**src/rtl/core/hcbd_pkg.sv**
```systemverilog
`default_nettype none

package hcbd_pkg;

  localparam int unsigned SIZE_BITS_DEF = 32;

  localparam logic [7:0] CHAR_CR  = 8'h0D;
  localparam logic [7:0] CHAR_LF  = 8'h0A;
  localparam logic [7:0] CHAR_SP  = 8'h20;
  localparam logic [7:0] CHAR_TAB = 8'h09;

  typedef enum logic {
    FUNC_DATA    = 1'b0,
    FUNC_RESTART = 1'b1
  } func_e;

  typedef enum logic [1:0] {
    ST_BUSY  = 2'd0,
    ST_DONE  = 2'd1,
    ST_ERROR = 2'd2
  } status_e;

  typedef enum logic [6:0] {
    PH_LEAD   = 7'b0000001,
    PH_DIGITS = 7'b0000010,
    PH_DATA   = 7'b0000100,
    PH_END_CR = 7'b0001000,
    PH_END_LF = 7'b0010000,
    PH_DONE   = 7'b0100000,
    PH_ERR    = 7'b1000000
  } phase_e;

  typedef struct packed {
    logic       func;
    logic [7:0] data_byte;
  } in_beat_t;

  typedef struct packed {
    logic       payload_valid;
    logic [7:0] payload_byte;
    logic       chunk_last;
    logic [1:0] status;
  } out_beat_t;

  // Hex digit decode: bit 4 flags a hex character, bits 3:0 carry its value.
  function automatic logic [4:0] hex_decode(input logic [7:0] b);
    logic [4:0] r;
    r = 5'd0;
    if (b >= 8'h30 && b <= 8'h39) begin
      r = {1'b1, 4'(b - 8'h30)};
    end else if (b >= 8'h61 && b <= 8'h66) begin
      r = {1'b1, 4'(b - 8'h57)};
    end else if (b >= 8'h41 && b <= 8'h46) begin
      r = {1'b1, 4'(b - 8'h37)};
    end
    return r;
  endfunction

endpackage

`default_nettype wire

```
**src/rtl/core/http_chunked_body_decoder_top.sv**
```systemverilog
`default_nettype none
// Chunked HTTP body decoder.
//
// Input channel (in_valid_i / in_stall_o / in_data_i): one beat per raw byte of
// the chunked body. A beat with func set restarts decoding of a new body; its
// byte is ignored.
// Output channel (out_valid_o / out_stall_i / out_data_o): exactly one beat for
// every input beat, in order. payload_valid marks a chunk payload byte and
// chunk_last marks the final byte of its chunk; status reports in progress,
// body complete or framing error as it stands after that byte. Complete and
// error hold until a restart beat.
// Each result beat is registered in the result or the skid register.
// Throughput: one byte per cycle while in_stall_o is low; the decode of a byte
// is a single pass through the size-line and chunk logic, so the next byte can
// follow at once. Stall: a two-entry output buffer (result register plus skid
// register) lets one more byte be taken while a result waits; in_stall_o rises
// only while the skid register is full, and no beat is lost or repeated.
// Reset: rst_ni clears the decoder to the start of a size line and empties
// both output entries; no clearing pass is needed.
module http_chunked_body_decoder_top
  import hcbd_pkg::*;
#(
  parameter int unsigned SIZE_BITS = SIZE_BITS_DEF
) (
  input  wire logic      clk_i,
  input  wire logic      rst_ni,
  input  wire logic      in_valid_i,
  output logic           in_stall_o,
  input  wire in_beat_t  in_data_i,
  output logic           out_valid_o,
  input  wire logic      out_stall_i,
  output out_beat_t      out_data_o
);

  localparam logic [SIZE_BITS-1:0] SIZE_ONES = {SIZE_BITS{1'b1}};

  // Decoder state
  phase_e               phase_q, phase_d;
  logic [SIZE_BITS-1:0] size_accum_q, size_accum_d;
  logic                 saw_line_q, saw_line_d;
  logic                 digits_ended_q, digits_ended_d;
  logic                 cr_pending_q, cr_pending_d;
  logic [SIZE_BITS-1:0] bytes_left_q, bytes_left_d;

  // Output buffer
  logic      out_valid_q, skid_valid_q;
  out_beat_t out_q, skid_q;
  out_beat_t res;

  logic       in_fire, out_fire;
  logic       is_restart;
  logic [7:0] b;
  logic [4:0] hx;
  logic       is_blank;
  logic [SIZE_BITS-1:0] accum_next;

  assign in_fire  = in_valid_i && !skid_valid_q;
  assign out_fire = out_valid_q && !out_stall_i;

  assign is_restart = (in_data_i.func == FUNC_RESTART);
  assign b          = in_data_i.data_byte;
  assign hx         = hex_decode(b);
  assign is_blank   = b inside {CHAR_SP, CHAR_TAB};

  // Shift in one hex digit; saturate once the top nibble is occupied.
  assign accum_next = (|size_accum_q[SIZE_BITS-1 -: 4]) ? SIZE_ONES
                    : {size_accum_q[SIZE_BITS-5:0], hx[3:0]};

  always_comb begin
    phase_d        = phase_q;
    size_accum_d   = size_accum_q;
    saw_line_d     = saw_line_q;
    digits_ended_d = digits_ended_q;
    cr_pending_d   = cr_pending_q;
    bytes_left_d   = bytes_left_q;
    res            = '0;

    if (is_restart) begin
      // Restart: back to the start of a size line
      phase_d        = PH_LEAD;
      size_accum_d   = '0;
      saw_line_d     = 1'b0;
      digits_ended_d = 1'b0;
      cr_pending_d   = 1'b0;
      bytes_left_d   = '0;
    end else begin
      case (phase_q)
        PH_LEAD, PH_DIGITS: begin
          if (cr_pending_q && b == CHAR_LF) begin
            // End of size line
            if (!saw_line_q) begin
              phase_d = PH_ERR;
            end else if (size_accum_q == '0) begin
              phase_d = PH_DONE;
            end else begin
              bytes_left_d = size_accum_q;
              phase_d      = PH_DATA;
            end
            size_accum_d   = '0;
            saw_line_d     = 1'b0;
            digits_ended_d = 1'b0;
            cr_pending_d   = 1'b0;
          end else if (cr_pending_q) begin
            // Lone CR counts as a non-hex line byte and ends the digits
            saw_line_d     = 1'b1;
            digits_ended_d = 1'b1;
            cr_pending_d   = (b == CHAR_CR);
          end else if (b == CHAR_CR) begin
            cr_pending_d = 1'b1;
          end else begin
            saw_line_d = 1'b1;
            if (!digits_ended_q && !(phase_q == PH_LEAD && is_blank)) begin
              if (!hx[4]) begin
                digits_ended_d = 1'b1;
              end else begin
                phase_d      = PH_DIGITS;
                size_accum_d = accum_next;
              end
            end
          end
        end
        PH_DATA: begin
          res.payload_valid = 1'b1;
          res.payload_byte  = b;
          bytes_left_d      = bytes_left_q - SIZE_BITS'(1);
          if (bytes_left_d == '0) begin
            res.chunk_last = 1'b1;
            phase_d        = PH_END_CR;
          end
        end
        PH_END_CR: begin
          phase_d = (b == CHAR_CR) ? PH_END_LF : PH_ERR;
        end
        PH_END_LF: begin
          if (b == CHAR_LF) begin
            phase_d        = PH_LEAD;
            size_accum_d   = '0;
            saw_line_d     = 1'b0;
            digits_ended_d = 1'b0;
            cr_pending_d   = 1'b0;
          end else begin
            phase_d = PH_ERR;
          end
        end
        PH_DONE: begin
          phase_d = PH_DONE;
        end
        default: begin
          phase_d = PH_ERR;
        end
      endcase
    end

    if (phase_d == PH_DONE) begin
      res.status = ST_DONE;
    end else if (phase_d == PH_ERR) begin
      res.status = ST_ERROR;
    end else begin
      res.status = ST_BUSY;
    end
  end

  // Advance decoder state on every accepted beat
  always_ff @(posedge clk_i or negedge rst_ni) begin
    if (!rst_ni) begin
      phase_q        <= PH_LEAD;
      size_accum_q   <= '0;
      saw_line_q     <= 1'b0;
      digits_ended_q <= 1'b0;
      cr_pending_q   <= 1'b0;
      bytes_left_q   <= '0;
    end else if (in_fire) begin
      phase_q        <= phase_d;
      size_accum_q   <= size_accum_d;
      saw_line_q     <= saw_line_d;
      digits_ended_q <= digits_ended_d;
      cr_pending_q   <= cr_pending_d;
      bytes_left_q   <= bytes_left_d;
    end
  end

  // Output buffer control: drain skid first, else load the fresh result;
  // park the result in the skid register while the output beat is held.
  always_ff @(posedge clk_i or negedge rst_ni) begin
    if (!rst_ni) begin
      out_valid_q  <= 1'b0;
      skid_valid_q <= 1'b0;
    end else if (out_fire || !out_valid_q) begin
      if (skid_valid_q) begin
        out_valid_q  <= 1'b1;
        skid_valid_q <= 1'b0;
      end else begin
        out_valid_q <= in_fire;
      end
    end else if (in_fire) begin
      skid_valid_q <= 1'b1;
    end
  end

  always_ff @(posedge clk_i) begin
    if (out_fire || !out_valid_q) begin
      if (skid_valid_q) begin
        out_q <= skid_q;
      end else if (in_fire) begin
        out_q <= res;
      end
    end else if (in_fire) begin
      skid_q <= res;
    end
  end

  assign in_stall_o  = skid_valid_q;
  assign out_valid_o = out_valid_q;
  assign out_data_o  = out_q;

  // A full skid register implies a held output beat
  a_skid_behind_out: assert property (@(posedge clk_i) disable iff (!rst_ni)
    skid_valid_q |-> out_valid_q)
    else $error("skid entry without output entry");

  // Chunk end marks only payload beats
  a_last_is_payload: assert property (@(posedge clk_i) disable iff (!rst_ni)
    out_valid_q && out_q.chunk_last |-> out_q.payload_valid)
    else $error("chunk_last on non-payload beat");

  // A restart beat leaves the decoder at the start of a size line
  a_restart: assert property (@(posedge clk_i) disable iff (!rst_ni)
    in_fire && is_restart |=> phase_q == PH_LEAD && bytes_left_q == '0)
    else $error("restart did not clear decoder");

  // Payload is emitted only while a chunk still has bytes due
  a_payload_count: assert property (@(posedge clk_i) disable iff (!rst_ni)
    in_fire && phase_q == PH_DATA && !is_restart |-> bytes_left_q != '0)
    else $error("payload phase with no bytes left");

  // Complete holds until restart
  a_done_sticky: assert property (@(posedge clk_i) disable iff (!rst_ni)
    in_fire && phase_q == PH_DONE && !is_restart |=> phase_q == PH_DONE)
    else $error("complete state left without restart");

endmodule

`default_nettype wire
```
**config.mk**
```make
export PLATFORM = sky130hd
export DESIGN_NAME = http_chunked_body_decoder_top
export DESIGN_NICKNAME = d
export VERILOG_FILES = /design/src/rtl/core/hcbd_pkg.sv /design/src/rtl/core/http_chunked_body_decoder_top.sv
export SDC_FILE = /design/constraint.sdc
export NUM_CORES = 1
export LEC_CHECK = 0
export BUFFER_PORTS_ARGS = -buffer_cell sky130_fd_sc_hd__buf_4
export CORE_MARGIN = 4
export CORE_UTILIZATION = 60
export DETAILED_ROUTE_END_ITERATION = 10
export GPL_ROUTABILITY_DRIVEN = 0
export HOLD_SLACK_MARGIN = 0.03
export PLACE_DENSITY = 0.74
export SYNTH_ARGS = -nofsm -noshare
export SYNTH_HDL_FRONTEND = slang
export SYNTH_SLANG_ARGS = --single-unit
```
**constraint.sdc**
```tcl
create_clock -name clk_i -period 7 [get_ports clk_i]
set_input_delay 0.35 -clock clk_i [delete_from_list [all_inputs] [get_ports clk_i]]
set_output_delay 0.35 -clock clk_i [all_outputs]
set_load 0.05 [all_outputs]
```
==> results.rst <==
.. list-table::
   :header-rows: 1

   * - Metric
     - Value
   * - Utilization after layout
     - 66.8%
   * - Final HPWL DP
     - 9900 µm
   * - Async S/R FF share, synth
     - around 76%
   * - Post-detailed-placement cell area
     - around 5700 µm²
   * - Synthesized cell area
     - 5540 µm²
   * - H-tree levels
     - 3
   * - Overall track demand over capacity in global routing
     - 26.8%
   * - Number of synthesis warnings
     - 0
   * - Final Total Pwr
     - about 2.1 mW
   * - Required time at the worst-slack endpoint
     - 7270 ps
   * - P_leak
     - 2.39 nW
   * - Antenna Diode Count
     - 0
   * - Maximum resistive drop on vdd
     - 0.185 mV
   * - Switching fraction of total power
     - about 45%
   * - Finished Cell Area
     - 5910 µm²
   * - Number of enable-type register cells in the synthesized netlist
     - 24
   * - Maxcap violations
     - 0
   * - Longest Clk Path Bufs
     - 2
   * - Routed Wire Length
     - 14400 µm
   * - Inserted Clock Buffers
     - 9
   * - Sink Count
     - 100
   * - Timing-limited maximum frequency
     - 281 MHz
   * - DP Cell Count
     - 724
   * - Status
     - complete, no violations
   * - Number of max-slew violations in the final report
     - 0
   * - Most frequent standard cell in the layout excluding fill and tap cells
     - sky130_fd_sc_hd__o21ai_0
   * - Depth of the most critical reg-to-reg path
     - 5
   * - Post-detailed-route via-to-cell ratio
     - between 6 and 7
   * - Reg2Reg Setup Slack
     - 3440 ps
   * - Destination of the worst register-to-register timing path
     - bytes_left_q[0]
   * - Final Cycle Share
     - between 50 and 60%
   * - Multi-input gate area
     - about 2700 µm²
   * - Leading register cell type out of synthesis
     - sky130_fd_sc_hd__dfrtp_1
   * - Time the worst path needs with I/O delays and setup
     - 3560 ps
   * - CP Data Arrival Time
     - 3830 ps
   * - Fraction of layout cells with a size suffix above 1
     - 10.6%
   * - Clock latency of the later-clocked register in the worst-skew pair
     - between 300 and 400 ps
   * - Switching power summed over all nets
     - 0.943 mW
   * - Area of the die
     - ~11000 µm²
   * - CTS resizes
     - 0
   * - Worst setup slack after placement
     - 3460 ps
   * - CTS tree
     - done
   * - Number of hold buffers added after CTS
     - 0
   * - Worst setup path class
     - flop to flop
   * - Detailed-router iteration count before antenna repair
     - 5
   * - Quantity of I/O buffers inserted on ports
     - 26
   * - Clock network fraction of design power
     - 16.5%
   * - Register bit total from synthesis
     - 100
   * - Die outline width
     - 104 µm
   * - Nature of the critical path startpoint
     - flop
   * - Ratio of total power to cell area
     - ~360 nW/µm²
   * - I/O pin total
     - 27
   * - Minimum hold slack
     - 125 ps
   * - Hold crit path type
     - input port to async pin
   * - FP Rows
     - 34
   * - Vertical die dimension
     - 104 µm
   * - Filler instances
     - 747
   * - Sequential Power Share
     - 42.8%
   * - Total negative slack
     - 0 ps
   * - Sequential cell area fraction in the yosys report
     - 47.3%
   * - Hold Vio Cnt, Final
     - 0
   * - First-pass GRT wire length
     - 23300 µm
   * - Final worst-path setup slack
     - 3440 ps
   * - Layout overhead on the synthesized area
     - 6.66%
   * - Remaining Overflow, GRT
     - 0
   * - Pin count of the biggest net entering global routing
     - 77
   * - Total Nets Final
     - around 650
   * - Number of global-route vias before repair
     - 4451
   * - Worst Setup SP
     - phase_q[1]
   * - Number of antenna violations at the first check in global routing
     - 0
   * - Cells after Synth
     - 629
   * - Worst slew margin
     - 20.4%
   * - Drt drc
     - 0
   * - Int Power
     - 1.16 mW
   * - Register Area
     - 2620 µm²
   * - Worst R2R Start
     - phase_q[1]
   * - Number of unique standard cell types used by synthesis
     - 63
   * - Clock Pin Slew Worst Setup and Hold Paths
     - 100 ps
   * - Detail-routed net length per standard cell
     - 19.5 µm
   * - Final ANT Viol Nets
     - 0
   * - Least-Margin Pin Slew
     - 1190 ps
   * - Core area
     - 8850 µm²
   * - Post-Syn Area per Cell
     - 8.81 µm²
   * - Clock Tree Root
     - sky130_fd_sc_hd__clkbuf_8
   * - Total setup buffers inserted after CTS
     - 0
   * - Iteration-0 DRC count of the detailed router
     - just under 500
   * - Final non-filler cell total
     - 740
   * - Critical path capture point type
     - flop
   * - Maximum clock skew at final layout
     - 13.0 ps
   * - Total nets after synthesis
     - around 650
   * - Comb power frac
     - about two fifths
   * - Critical-path maximum fanout
     - 27
   * - Effective utilization at floorplan
     - 62.6%
   * - Most frequent cells in the layout
     - 108 x sky130_fd_sc_hd__o21ai_0, 75 x sky130_fd_sc_hd__dfrtp_1, 67 x sky130_fd_sc_hd__nand2_1
   * - Setup repair after global routing missed its margin
     - no
   * - Setup-failing EPs final
     - 0
   * - Via total after detailed routing
     - between 4000 and 5000
   * - Worst setup path endpoint
     - bytes_left_q[0]
## worst max-delay path: stages (launching register included)
cell,delay (ps)
sky130_fd_sc_hd__dfrtp_1,440
sky130_fd_sc_hd__or4_1,650
sky130_fd_sc_hd__nor4b_2,1040
sky130_fd_sc_hd__o31a_2,320
sky130_fd_sc_hd__nand2b_1,560
sky130_fd_sc_hd__o31ai_1,450
## worst min-delay path by stage
stage	startpoint	end	slack [ps]	cells past startpoint
floorplan	rst_ni	bytes_left_q[0]	50	0
global placement	phase_q[6]	phase_q[6]	480	2
detailed placement	phase_q[6]	phase_q[6]	480	2
CTS	rst_ni	bytes_left_q[5]	160	1
global route	rst_ni	bytes_left_q[5]	200	1
finish	rst_ni	bytes_left_q[5]	130	1
## state kept, by name, indices dropped and copies added (netlist names)
name / cells
phase_q: 7
in_stall_o: 1
digits_ended_q: 1
cr_pending_q: 1
bytes_left_q: 32
saw_line_q: 1
out_valid_o: 1
skid_q: 12
size_accum_q: 32
out_data_o: 12
## logic make-up after synthesis
logic type	count (synthesis)	share of synthesized area [%]
and+or+nand+nor	243	22.6
AOI/OAI and AO/OA	207	21.1
DFF	100	47.3
buffers and inverters	52	3.79
muxes	12	2.39
xor gates and xnor gates	9	1.42
adders and majority gates	6	1.35
## final cells by class
cell class              count  share of cell area, %
flip-flops and latches    100                   44.4
repair buffers             30                   3.81
multi-input cells         477                   46.0
clock inverters             6                  0.804
well taps                 108                   2.29
inverters                   9                  0.572
clock buffers              10                   2.16
## synthesized netlist by cell type, types with 2 or more instances
cell type	instances	area, µm²
sky130_fd_sc_hd__a21oi_1	40	200
sky130_fd_sc_hd__a22o_1	3	26.3
sky130_fd_sc_hd__a22oi_1	6	45.0
sky130_fd_sc_hd__a32oi_1	2	17.5
sky130_fd_sc_hd__and2_1	8	50.1
sky130_fd_sc_hd__and3_1	4	25.0
sky130_fd_sc_hd__and4_1	3	26.3
sky130_fd_sc_hd__buf_2	11	55.1
sky130_fd_sc_hd__clkbuf_1	30	113
sky130_fd_sc_hd__dfrtp_1	75	1880
sky130_fd_sc_hd__edfxtp_1	24	721
sky130_fd_sc_hd__ha_1	6	75.1
sky130_fd_sc_hd__inv_1	9	33.8
sky130_fd_sc_hd__mux2_2	10	113
sky130_fd_sc_hd__mux2i_1	2	20.0
sky130_fd_sc_hd__nand2_1	67	251
sky130_fd_sc_hd__nand2b_1	6	37.5
sky130_fd_sc_hd__nand3_1	8	40.0
sky130_fd_sc_hd__nand3b_1	2	15.0
sky130_fd_sc_hd__nand4_1	6	37.5
sky130_fd_sc_hd__nand4b_1	3	26.3
sky130_fd_sc_hd__nor2_1	54	203
sky130_fd_sc_hd__nor2b_1	5	31.3
sky130_fd_sc_hd__nor3_1	21	105
sky130_fd_sc_hd__nor3b_1	5	37.5
sky130_fd_sc_hd__nor4_1	27	169
sky130_fd_sc_hd__nor4b_1	2	17.5
sky130_fd_sc_hd__o21ai_0	108	541
sky130_fd_sc_hd__o21ai_1	20	100
sky130_fd_sc_hd__o31ai_1	9	67.6
sky130_fd_sc_hd__o41ai_1	3	26.3
sky130_fd_sc_hd__or3_1	6	37.5
sky130_fd_sc_hd__or4_1	7	52.6
sky130_fd_sc_hd__xnor2_1	4	35.0
sky130_fd_sc_hd__xor2_1	5	43.8
## power groups by stage
stage	sequential [mW]	combinational (mW)	clock (mW)
final	0.899	0.856	0.346
after global routing	0.914	0.956	0.375
after CTS	0.889	0.847	0.350
after detailed placement	0.901	0.842	0
after global placement	0.896	0.825	0
after floorplan	0.849	0.658	0
## layer usage
metal	global-route usage, %	wire, µm
met1	40.8	6480
met2	39.2	6590
met3	4.90	1100
met4	7.79	249
met5	0	0
Note: power is estimated with default switching activity, not from simulation.
